## config.mk

```make
export PLATFORM = sky130hd
export DESIGN_NAME = contiguous_record_ring_pointers_flat
export DESIGN_NICKNAME = d
export VERILOG_FILES = /design/src/rtl/crrp_pkg.sv /design/src/rtl/crrp_item_if.sv /design/src/rtl/crrp_result_if.sv /design/src/rtl/contiguous_record_ring_pointers.sv /design/src/flat_wrapper.sv
export SDC_FILE = /design/constraint.sdc
export NUM_CORES = 1
export LEC_CHECK = 0
export BUFFER_PORTS_ARGS = -buffer_cell sky130_fd_sc_hd__buf_2
export CORE_ASPECT_RATIO = 0.9
export CORE_MARGIN = 2
export CORE_UTILIZATION = 60
export CTS_BUF_LIST = sky130_fd_sc_hd__clkbuf_4 sky130_fd_sc_hd__clkbuf_8
export CTS_CLUSTER_DIAMETER = 60
export DETAILED_ROUTE_END_ITERATION = 8
export GPL_ROUTABILITY_DRIVEN = 0
export GPL_TIMING_DRIVEN = 0
export PLACE_DENSITY_LB_ADDON = 0.2
export SLEW_MARGIN = 40
export SYNTH_ARGS = -nofsm -noshare
export SYNTH_HDL_FRONTEND = slang
export SYNTH_SLANG_ARGS = --single-unit
```

## constraint.sdc

```tcl
create_clock -name i_clk -period 17.53 [get_ports i_clk]
set_input_delay 1.753 -clock i_clk [delete_from_list [all_inputs] [get_ports i_clk]]
set_output_delay 1.753 -clock i_clk [all_outputs]
set_load 0.03 [all_outputs]
```

## src/rtl/crrp_pkg.sv

```systemverilog
// Shared types and constants for the contiguous record ring pointer block.
`timescale 1ns / 1ps
`default_nettype none

package crrp_pkg;

    // Largest ring the pointers can address.
    localparam logic [10:0] RING_BYTES = 11'd1024;

    // Reset values of the configuration registers.
    localparam logic [10:0] BUFFER_SIZE_RESET = 11'd1024;
    localparam logic [10:0] MAX_RECORD_RESET  = 11'd72;

    // Configuration register indexes.
    localparam logic REG_BUFFER_SIZE = 1'b0;
    localparam logic REG_MAX_RECORD  = 1'b1;

    // Item operation codes; the unused code behaves as a query.
    typedef enum logic [1:0] {
        MODE_ADV_READ  = 2'd0,
        MODE_ADV_WRITE = 2'd1,
        MODE_QUERY     = 2'd2
    } t_mode;

endpackage

`default_nettype wire

```

## src/rtl/crrp_item_if.sv

```systemverilog
// Input channel carrying one pointer operation per transfer.
`timescale 1ns / 1ps
`default_nettype none

interface crrp_item_if;
    logic        valid;
    logic        ready;
    logic [1:0]  mode;
    logic [10:0] amount;

    modport source (output valid, output mode, output amount, input ready);
    modport sink   (input valid, input mode, input amount, output ready);
endinterface

`default_nettype wire

```

## src/rtl/crrp_result_if.sv

```systemverilog
// Output channel carrying the pointers and free space after each operation.
`timescale 1ns / 1ps
`default_nettype none

interface crrp_result_if;
    logic        valid;
    logic        ready;
    logic [10:0] free_bytes;
    logic [10:0] read_position;
    logic [10:0] write_position;

    modport source (output valid, output free_bytes, output read_position,
                    output write_position, input ready);
    modport sink   (input valid, input free_bytes, input read_position,
                    input write_position, output ready);
endinterface

`default_nettype wire

```

## src/rtl/contiguous_record_ring_pointers.sv

```systemverilog
// Read and write pointer keeper for a byte ring of contiguous records.
`timescale 1ns / 1ps
`default_nettype none

// Tracks the read and write positions of a byte ring in which every record is
// stored contiguously: when fewer than one maximum record of bytes remain
// before the end of the ring, a position wraps to zero. Each transfer on the
// item channel advances the read position, advances the write position, or
// only queries; each returns one result with both positions and the usable
// free bytes. One item is accepted every clock cycle unless both stages are
// full and the result channel stalls. The pointer update and the first stage
// are registered in the accept cycle; the free-space sum is formed from the
// first stage and registered in the output register, which offers the result.
// A stalled result channel holds back new items only once both stages are
// full. Configuration writes take effect on the next cycle and must be made
// while no item is in flight.
module contiguous_record_ring_pointers (
    input  wire logic          i_clk,
    input  wire logic          i_rst_n,
    crrp_item_if.sink          i_item,
    crrp_result_if.source      o_result,
    input  wire logic          i_cfg_we,
    input  wire logic          i_cfg_index,
    input  wire logic [10:0]   i_cfg_data
);

    // Configuration registers.
    logic [10:0] r_buf_size;
    logic [10:0] r_max_record;

    // Ring pointers.
    logic [10:0] r_rd_ptr;
    logic [10:0] n_rd_ptr;
    logic [10:0] r_wr_ptr;
    logic [10:0] n_wr_ptr;

    // Middle stage and output register.
    logic        r_s1_valid;
    logic [10:0] r_s1_rd;
    logic [10:0] r_s1_wr;
    logic        r_out_valid;
    logic [10:0] r_out_free;
    logic [10:0] r_out_rd;
    logic [10:0] r_out_wr;

    logic [10:0] size;
    logic [10:0] rec;
    logic [11:0] size_x;
    logic [11:0] rec_x;
    logic [11:0] rd_pred;
    logic [11:0] wr_pred;
    logic        rd_wrap;
    logic        wr_wrap;
    logic        advance;
    logic        accept;
    logic [11:0] tail;
    logic [11:0] free_sum;

    // Configuration writes.
    always_ff @(posedge i_clk) begin
        if (!i_rst_n) begin
            r_buf_size   <= crrp_pkg::BUFFER_SIZE_RESET;
            r_max_record <= crrp_pkg::MAX_RECORD_RESET;
        end else if (i_cfg_we) begin
            if (i_cfg_index == crrp_pkg::REG_BUFFER_SIZE) begin
                r_buf_size <= i_cfg_data;
            end else begin
                r_max_record <= i_cfg_data;
            end
        end
    end

    // Effective size is clamped to 1..RING_BYTES, the record size to at least 1.
    always_comb begin
        if (r_buf_size == 11'd0) begin
            size = 11'd1;
        end else if (r_buf_size > crrp_pkg::RING_BYTES) begin
            size = crrp_pkg::RING_BYTES;
        end else begin
            size = r_buf_size;
        end
        rec    = (r_max_record == 11'd0) ? 11'd1 : r_max_record;
        size_x = {1'b0, size};
        rec_x  = {1'b0, rec};
    end

    // Pipeline flow: the output register frees up when empty or taken.
    assign advance      = !r_out_valid || o_result.ready;
    assign i_item.ready = !r_s1_valid || advance;
    assign accept       = i_item.valid && i_item.ready;

    // Candidate positions and the wrap test for each.
    assign rd_pred = {1'b0, r_rd_ptr} + {1'b0, i_item.amount};
    assign wr_pred = {1'b0, r_wr_ptr} + {1'b0, i_item.amount};
    assign rd_wrap = (rd_pred > size_x) || ((size_x - rd_pred) < rec_x);
    assign wr_wrap = (wr_pred > size_x) || ((size_x - wr_pred) < rec_x);

    // Next pointer values for the operation on the channel.
    always_comb begin
        n_rd_ptr = r_rd_ptr;
        n_wr_ptr = r_wr_ptr;
        case (i_item.mode)
            crrp_pkg::MODE_ADV_READ: begin
                if (r_rd_ptr < r_wr_ptr) begin
                    if (rd_pred <= {1'b0, r_wr_ptr}) begin
                        n_rd_ptr = rd_pred[10:0];
                    end
                end else if (r_rd_ptr > r_wr_ptr) begin
                    n_rd_ptr = rd_wrap ? 11'd0 : rd_pred[10:0];
                end
            end
            crrp_pkg::MODE_ADV_WRITE: begin
                if (wr_wrap) begin
                    if (r_rd_ptr != 11'd0) begin
                        n_wr_ptr = 11'd0;
                    end
                end else if ((r_wr_ptr >= r_rd_ptr) || (wr_pred < {1'b0, r_rd_ptr})) begin
                    n_wr_ptr = wr_pred[10:0];
                end
            end
            default: begin
                n_rd_ptr = r_rd_ptr;
                n_wr_ptr = r_wr_ptr;
            end
        endcase
    end

    // Pointer state and first stage.
    always_ff @(posedge i_clk) begin
        if (!i_rst_n) begin
            r_rd_ptr   <= 11'd0;
            r_wr_ptr   <= 11'd0;
            r_s1_valid <= 1'b0;
        end else begin
            if (accept) begin
                r_rd_ptr <= n_rd_ptr;
                r_wr_ptr <= n_wr_ptr;
            end
            if (i_item.ready) begin
                r_s1_valid <= accept;
            end
        end
    end

    always_ff @(posedge i_clk) begin
        if (accept) begin
            r_s1_rd <= n_rd_ptr;
            r_s1_wr <= n_wr_ptr;
        end
    end

    // Usable free bytes: only regions of at least one maximum record count.
    always_comb begin
        tail     = (size_x > {1'b0, r_s1_wr}) ? (size_x - {1'b0, r_s1_wr}) : 12'd0;
        free_sum = 12'd0;
        if (r_s1_rd == r_s1_wr) begin
            free_sum = size_x;
        end else if (r_s1_rd < r_s1_wr) begin
            free_sum = ((tail >= rec_x) ? tail : 12'd0)
                     + ((r_s1_rd >= rec) ? {1'b0, r_s1_rd} : 12'd0);
        end else begin
            free_sum = ({1'b0, r_s1_rd} - {1'b0, r_s1_wr} >= rec_x)
                     ? ({1'b0, r_s1_rd} - {1'b0, r_s1_wr}) : 12'd0;
        end
    end

    // Output register.
    always_ff @(posedge i_clk) begin
        if (!i_rst_n) begin
            r_out_valid <= 1'b0;
        end else if (advance) begin
            r_out_valid <= r_s1_valid;
        end
    end

    always_ff @(posedge i_clk) begin
        if (advance && r_s1_valid) begin
            r_out_free <= free_sum[10:0];
            r_out_rd   <= r_s1_rd;
            r_out_wr   <= r_s1_wr;
        end
    end

    assign o_result.valid          = r_out_valid;
    assign o_result.free_bytes     = r_out_free;
    assign o_result.read_position  = r_out_rd;
    assign o_result.write_position = r_out_wr;

    // Pointers never pass the largest ring.
    a_ptr_range: assert property (@(posedge i_clk) disable iff (!i_rst_n)
        (r_rd_ptr <= crrp_pkg::RING_BYTES) && (r_wr_ptr <= crrp_pkg::RING_BYTES))
        else $error("ring pointer beyond ring size");

    // A query leaves both pointers untouched.
    a_query_stable: assert property (@(posedge i_clk) disable iff (!i_rst_n)
        (accept && (i_item.mode != crrp_pkg::MODE_ADV_READ)
                && (i_item.mode != crrp_pkg::MODE_ADV_WRITE))
        |=> ($stable(r_rd_ptr) && $stable(r_wr_ptr)))
        else $error("query transfer moved a pointer");

    // With both stages full and the result stalled, no new item is taken.
    a_full_stall: assert property (@(posedge i_clk) disable iff (!i_rst_n)
        (r_s1_valid && r_out_valid && !o_result.ready) |-> !i_item.ready)
        else $error("item accepted into a full pipeline");

    // Reported free space never exceeds the ring.
    a_free_range: assert property (@(posedge i_clk) disable iff (!i_rst_n)
        r_out_valid |-> (r_out_free <= crrp_pkg::RING_BYTES))
        else $error("free bytes beyond ring size");

endmodule

`default_nettype wire

```

## src/flat_wrapper.sv

```systemverilog
// flat-port wrapper written by rule: the top's interface ports become plain ports
module contiguous_record_ring_pointers_flat 
  (i_clk, i_rst_n, i_cfg_we, i_cfg_index, i_cfg_data, i_item_valid, i_item_mode, i_item_amount, i_item_ready, o_result_valid, o_result_free_bytes, o_result_read_position, o_result_write_position, o_result_ready);
  crrp_item_if i_item_i ();
  crrp_result_if o_result_i ();
  input  wire logic i_clk;
  input  wire logic i_rst_n;
  input  wire logic i_cfg_we;
  input  wire logic i_cfg_index;
  input  wire logic [10:0] i_cfg_data;
  input wire logic [$bits(i_item_i.valid)-1:0] i_item_valid;
  input wire logic [$bits(i_item_i.mode)-1:0] i_item_mode;
  input wire logic [$bits(i_item_i.amount)-1:0] i_item_amount;
  output wire logic [$bits(i_item_i.ready)-1:0] i_item_ready;
  output wire logic [$bits(o_result_i.valid)-1:0] o_result_valid;
  output wire logic [$bits(o_result_i.free_bytes)-1:0] o_result_free_bytes;
  output wire logic [$bits(o_result_i.read_position)-1:0] o_result_read_position;
  output wire logic [$bits(o_result_i.write_position)-1:0] o_result_write_position;
  input wire logic [$bits(o_result_i.ready)-1:0] o_result_ready;
  assign i_item_i.valid = i_item_valid;
  assign i_item_i.mode = i_item_mode;
  assign i_item_i.amount = i_item_amount;
  assign i_item_ready = i_item_i.ready;
  assign o_result_valid = o_result_i.valid;
  assign o_result_free_bytes = o_result_i.free_bytes;
  assign o_result_read_position = o_result_i.read_position;
  assign o_result_write_position = o_result_i.write_position;
  assign o_result_i.ready = o_result_ready;
  contiguous_record_ring_pointers u_core (.i_clk(i_clk), .i_rst_n(i_rst_n), .i_item(i_item_i), .o_result(o_result_i), .i_cfg_we(i_cfg_we), .i_cfg_index(i_cfg_index), .i_cfg_data(i_cfg_data));
endmodule
```

==> results of run 1 <==
## power breakdown
group,internal (mW),leakage [nW],total [mW],switching [mW]
Sequential,0.274,0.915,0.292,0.0180
Combinational,0.179,3.46,0.435,0.256
Clock,0.0537,0.0920,0.145,0.0917
Total,0.507,4.47,0.872,0.365
## layout make-up
class,instances,area [µm²],area share
Multi-Input combinational cell,873,6546,0.6329
Inverter,94,352.8,0.03411
Timing Repair Buffer,64,330.3,0.03193
Clock inverter,7,56.30,0.005443
Sequential cell,101,2572,0.2487
Buffer,26,108.9,0.01052
Tap cell,202,252.7,0.02443
Clock buffer,9,123.9,0.01198
## per-stage QoR
step           std cells  worst slack [ps]    util
2_1_floorplan       1094             11000       -
3_3_place_gp        1359             10010  0.6542
3_5_place_dp        1360             10040  0.6559
4_1_cts             1376             10170  0.6676
5_1_grt             1376              9474  0.6676
6_report            1376              9968  0.6676
## cells by family (layout without fill, tap and decap cells)
logic type | after synthesis | in the layout | synth area share
and+or+nand+nor | 331 | 331 | 0.1708
AOI/OAI and AO/OA | 319 | 319 | 0.2377
adders and majority gates | 163 | 163 | 0.2186
buffers and inverters | 120 | 200 | 0.04825
DFF | 101 | 101 | 0.2689
xor gates and xnor gates | 58 | 58 | 0.05309
muxes | 2 | 2 | 0.002615
## critical path, delay by kind of cell (launching register included)
family                   cells  cell delay [ps]
AO/OA/AOI/OAI               18             3440
XOR/XNOR                     1              120
adder cells (fa/ha/maj)      4             1220
buffers and inverters        1              190
flip-flops                   1              410
AND/OR/NAND/NOR             10             1920
## worst max path at each step
stage | startpoint | to | slack, ps | cells past startpoint
finish | u_core.r_buf_size[2] | u_core.o_result.free_bytes[10] | 9970 | 34
global route | u_core.r_buf_size[2] | u_core.o_result.free_bytes[9] | 9470 | 34
CTS | u_core.r_buf_size[2] | u_core.o_result.free_bytes[9] | 10170 | 34
detailed placement | i_item_amount[0] | u_core.r_s1_rd[3] | 10040 | 25
global placement | i_item_amount[0] | u_core.r_s1_rd[3] | 10010 | 25
floorplan | i_item_amount[0] | u_core.r_s1_rd[3] | 11000 | 23
## routing by layer
| layer | vias up | global-route usage | routed length [µm] |
|---|---|---|---|
| met3 | 55 | 0.05739 | 2522 |
| met4 | 0 | 0.09214 | 682 |
| met1 | 4057 | 0.4797 | 12500 |
| li1 | 4184 | - | - |
| met5 | - | 0 | 0 |
| met2 | 374 | 0.5065 | 11920 |
## cell usage in the layout, fill, tap and decap left out, drive strengths merged, types with 9 or more instances in the layout
master,count
nand4,11
o211ai,14
nor2b,27
edfxtp,55
nand3,21
nand2b,13
nor3,20
a21oi,81
xnor2,39
and3,13
clkbuf,29
a221o,14
dfxtp,46
ha,156
a211o,9
o31ai,12
o21a,18
o21ai,62
a211oi,10
a31oi,11
inv,96
a21o,27
nand2,116
buf,70
a22o,11
nor2,52
o221ai,12
or3,9
and2,21
xor2,19
==> flow_summary.json, run 1 <==
{
  "status": "finished clean",
  "wl_per_cell_um": 20.07,
  "ys_types": 79,
  "ff2ff_path_depth": 34,
  "dr.first_iter.drc_count": 763,
  "worstSetupPathType": "flop to flop",
  "synth-seq-cells": 101,
  "finalClockSkew_ps": 16.16,
  "placed_area_um2": 10160,
  "cts_sinks": 101,
  "p_leak_nw": 4.470,
  "setup_violations": 0,
  "slowest_stage": "dfxtp_1",
  "drive_gt1_frac": 0.09881,
  "dpl.hpwl_um": 22240,
  "io_buffers": 63,
  "clock_path_buffers": 2,
  "cp-end-kind": "flop",
  "grt_pass1_wl_um": 42070,
  "ant_nets": 0,
  "gr-total-overflow": 0,
  "ys.flop_type": "edfxtp_1",
  "tightest_slew_ps": 919.2,
  "routed_via_density": 6.301,
  "core.rowCount": 43,
  "die-area_um2": 16970,
  "htreeDepth": 3,
  "worstPathRequired_ps": 17670,
  "synthesis.nets": 1287,
  "final_design_area_no_fill_um2": 10340,
  "synth_top_area_frac": 0.2040,
  "synthTopCellsByArea": "ha_1, edfxtp_1, dfxtp_1",
  "start_kind": "flop",
  "ys_async_sr_fraction": 0,
  "grt_max_degree": 26,
  "initial_utilization": 0.6175,
  "cts_hold_buffers": 0,
  "yosys_warnings": 0,
  "clkTransAtPathRegs_ps": 110,
  "seq_area_frac_synth": 0.2689,
  "insertion_delay_ps": 380,
  "drv_cap": 0,
  "synthTopCellsByCount": "ha_1, nand2_1, inv_1",
  "rsz0062_at_grt": "false",
  "vias": 8670,
  "yosysMostFrequentCell": "ha_1",
  "hp-start": "u_core.r_max_record[5]",
  "power.total_uw": 872.1,
  "firstDrtPassIters": 5,
  "drc": 0,
  "grt_pass1_vias": 7741,
  "post_cts_buffers": 0,
  "synthesis.area_um2": 9568,
  "cts_tree": "built",
  "root_buffer": "clkbuf_8",
  "cpPeakStageDelay_ps": 410,
  "p_per_area_nw_per_um2": 84.31,
  "hold-path-endpoint": "u_core.r_max_record[5]",
  "finalHoldViolCount": 0,
  "routed_wl_um": 27620,
  "cts_buffers": 9,
  "slew_viol_final": 0,
  "ios": 65,
  "finalCritPeriodShare": 0.4314,
  "timing.slew.headroom": 0.3860,
  "holdWs_ps": 462.8,
  "syn_to_final_growth_pct": 8.108,
  "ir_drop_mv": 0.04413,
  "arrival_ps": 7700,
  "nets": 1362,
  "fin_tns_setup_ps": 0,
  "min_period_ps": 7562,
  "cts-resized-gates": 0,
  "path_common_cell": "o21ai_0",
  "die_x_um": 137.1,
  "r2r-start": "u_core.r_buf_size[2]",
  "diodes": 0,
  "path_max_fanout": 10,
  "timing.rr.end": "u_core.o_result.free_bytes[10]",
  "synth_top_cell_by_area": "ha_1",
  "fillers": 1320,
  "worst-r2r-setup-slack_ps": 9970,
  "grtUsageTotal": 0.3307,
  "fmax_mhz": 132.2,
  "synthCells": 1094,
  "die_h_um": 123.8,
  "min_path_cells": 2,
  "min_path_type": "flop to flop",
  "avgSynthCellArea_um2": 8.746,
  "core_area_um2": 15490,
  "antenna_found_initial": 0,
  "synth_edf_count": 55
}
No activity file was read; power rests on OpenSTA's default activity.
==> inputs of run 2 (changes only) <==
- CORE_UTILIZATION: 60 -> 58
- clock period: 17.53 -> 6.55 ns (I/O delays scaled with it)
==> flow_summary.json, run 2 (synthesis results as in run 1) <==
{
  "ant_nets": 0,
  "firstDrtPassIters": 5,
  "cts_tree": "built",
  "layout_setup_ws_ps": -8.590,
  "status": "finished, violations left",
  "final_cell_mix": "ha_1, nand2_1, inv_1",
  "cts_buffers": 9,
  "cp_top_family": "compound AO/OA/AOI/OAI gates",
  "die_x_um": 139.4,
  "fmax_mhz": 152.5,
  "min_period_ps": 6559,
  "cts_sinks": 101,
  "ios": 65,
  "core.rowCount": 44,
  "root_buffer": "clkbuf_8",
  "gr-total-overflow": 0,
  "cpPeakStageDelay_ps": 370,
  "fin_util": 0.6658,
  "dpl.hpwl_um": 21930,
  "syn_to_final_growth_pct": 12.24,
  "arrival_ps": 6700,
  "timing.slew.headroom": 0.4008,
  "diodes": 0,
  "ir_drop_mv": 0.1647,
  "drc": 0,
  "violations": "negative setup slack",
  "io_buffers": 63,
  "finalCritPeriodShare": 1.001,
  "die-area_um2": 17540,
  "path_max_fanout": 5,
  "dr.first_iter.drc_count": 836,
  "initial_utilization": 0.5932,
  "worstSetupPathType": "flop to flop",
  "routed_wl_um": 28110,
  "drive_gt1_frac": 0.1460,
  "insertion_delay_ps": 390,
  "htreeDepth": 3,
  "path_common_cell": "o21ai_2",
  "holdWs_ps": 457.1,
  "routed_via_density": 6.249,
  "power.total_mw": 2.478,
  "clkTransAtPathRegs_ps": 100,
  "drv_cap": 0,
  "rsz0062_at_grt": "true",
  "min_path_type": "flop to flop",
  "start_kind": "flop",
  "p_leak_nw": 4.659,
  "vias": 8742,
  "finalClockSkew_ps": 14.70,
  "nets": 1380,
  "grt_max_degree": 26,
  "grtUsageTotal": 0.3182,
  "grt_pass1_wl_um": 43570,
  "core_area_um2": 16130,
  "setup_violations": 1,
  "clock_path_buffers": 2,
  "finalHoldViolCount": 0,
  "critical_path_buf_inv_count": 1,
  "die_h_um": 125.8,
  "cp-end-kind": "flop",
  "layout_commonest_cell": "ha_1",
  "wl_per_cell_um": 20.09,
  "p_per_area_nw_per_um2": 230.8,
  "worstPathRequired_ps": 6690,
  "antenna_found_initial": 0,
  "slew_viol_final": 0,
  "tightest_slew_ps": 897.0,
  "grt_pass1_vias": 8032,
  "slowest_stage": "dfxtp_4"
}
[run 2: cell count changes in the layout (fill, tap and decap cells not counted), sizes merged]
| cell | change |
|---|---|
| bufinv | +2 |
| clkinv | -3 |
| buf | +18 |
| inv | +2 |
| clkinvlp | -1 |
[run 2: area by class of cell]
class	count	area, µm²
Tap cell	207	259.0
Multi-Input combinational cell	873	6730
Inverter	94	352.8
Buffer	26	121.4
Sequential cell	101	2585
Clock inverter	7	101.3
Timing Repair Buffer	82	465.4
Clock buffer	9	123.9
Fill cell	1369	5391
[run 2: worst paths after layout]
| check | startpoint | slack (ps) | to | cells past startpoint |
|---|---|---|---|---|
| setup / recovery | u_core.r_buf_size[9] | -9 | u_core.o_result.free_bytes[9] | 34 |
| hold / removal | u_core.r_s1_wr[4] | 460 | u_core.o_result.write_position[4] | 0 |
| setup reg to reg | u_core.r_buf_size[9] | -9 | u_core.o_result.free_bytes[9] | 34 |
| hold reg to reg | u_core.r_s1_wr[4] | 460 | u_core.o_result.write_position[4] | 0 |
[run 2: power by group]
part	switching (mW)	leakage (nW)	internal, mW
logic	0.712	3.63	0.522
registers	0.0478	0.918	0.732
clock network	0.243	0.116	0.221
total	1.00	4.66	1.48
[run 2: worst register-to-register path, delay by kind of cell (launching register included)]
family	cells	cell delay, ps
XOR/XNOR	1	170
AND/OR/NAND/NOR	9	1430
flip-flops	1	370
buffers and inverters	1	150
AO/OA/AOI/OAI	19	3140
adder cells (fa/ha/maj)	4	1070
[run 2: routing by layer]
layer / vias to the layer above / global-route usage / part of all wire
li1: 4224 / - / -
met1: 4045 / 0.4784 / 0.45
met2: 426 / 0.4853 / 0.44
met3: 47 / 0.04297 / 0.097
met4: 0 / 0.07605 / 0.018
met5: - / 0 / 0
[run 2: through the flow]
stage	instance area (µm²)	instances	setup slack, ps	setup TNS, ps
3_3_place_gp	10140	1364	-668.7	-2960
3_5_place_dp	10170	1365	-796.8	-3758
6_report	10740	1399	-8.590	-8.590
2_1_floorplan	9568	1094	99.87	0
4_1_cts	10650	1397	-57.72	-60.73
5_1_grt	10740	1399	-315.0	-1178
[run 2: timing repair]
item | 4_1_cts | 5_1_grt
setup buffers | 16 | 3
resized for setup | 45 | 19
pin swaps | 31 | 23
hold buffers | 0 | 0
setup endpoints to repair | 8 | 23
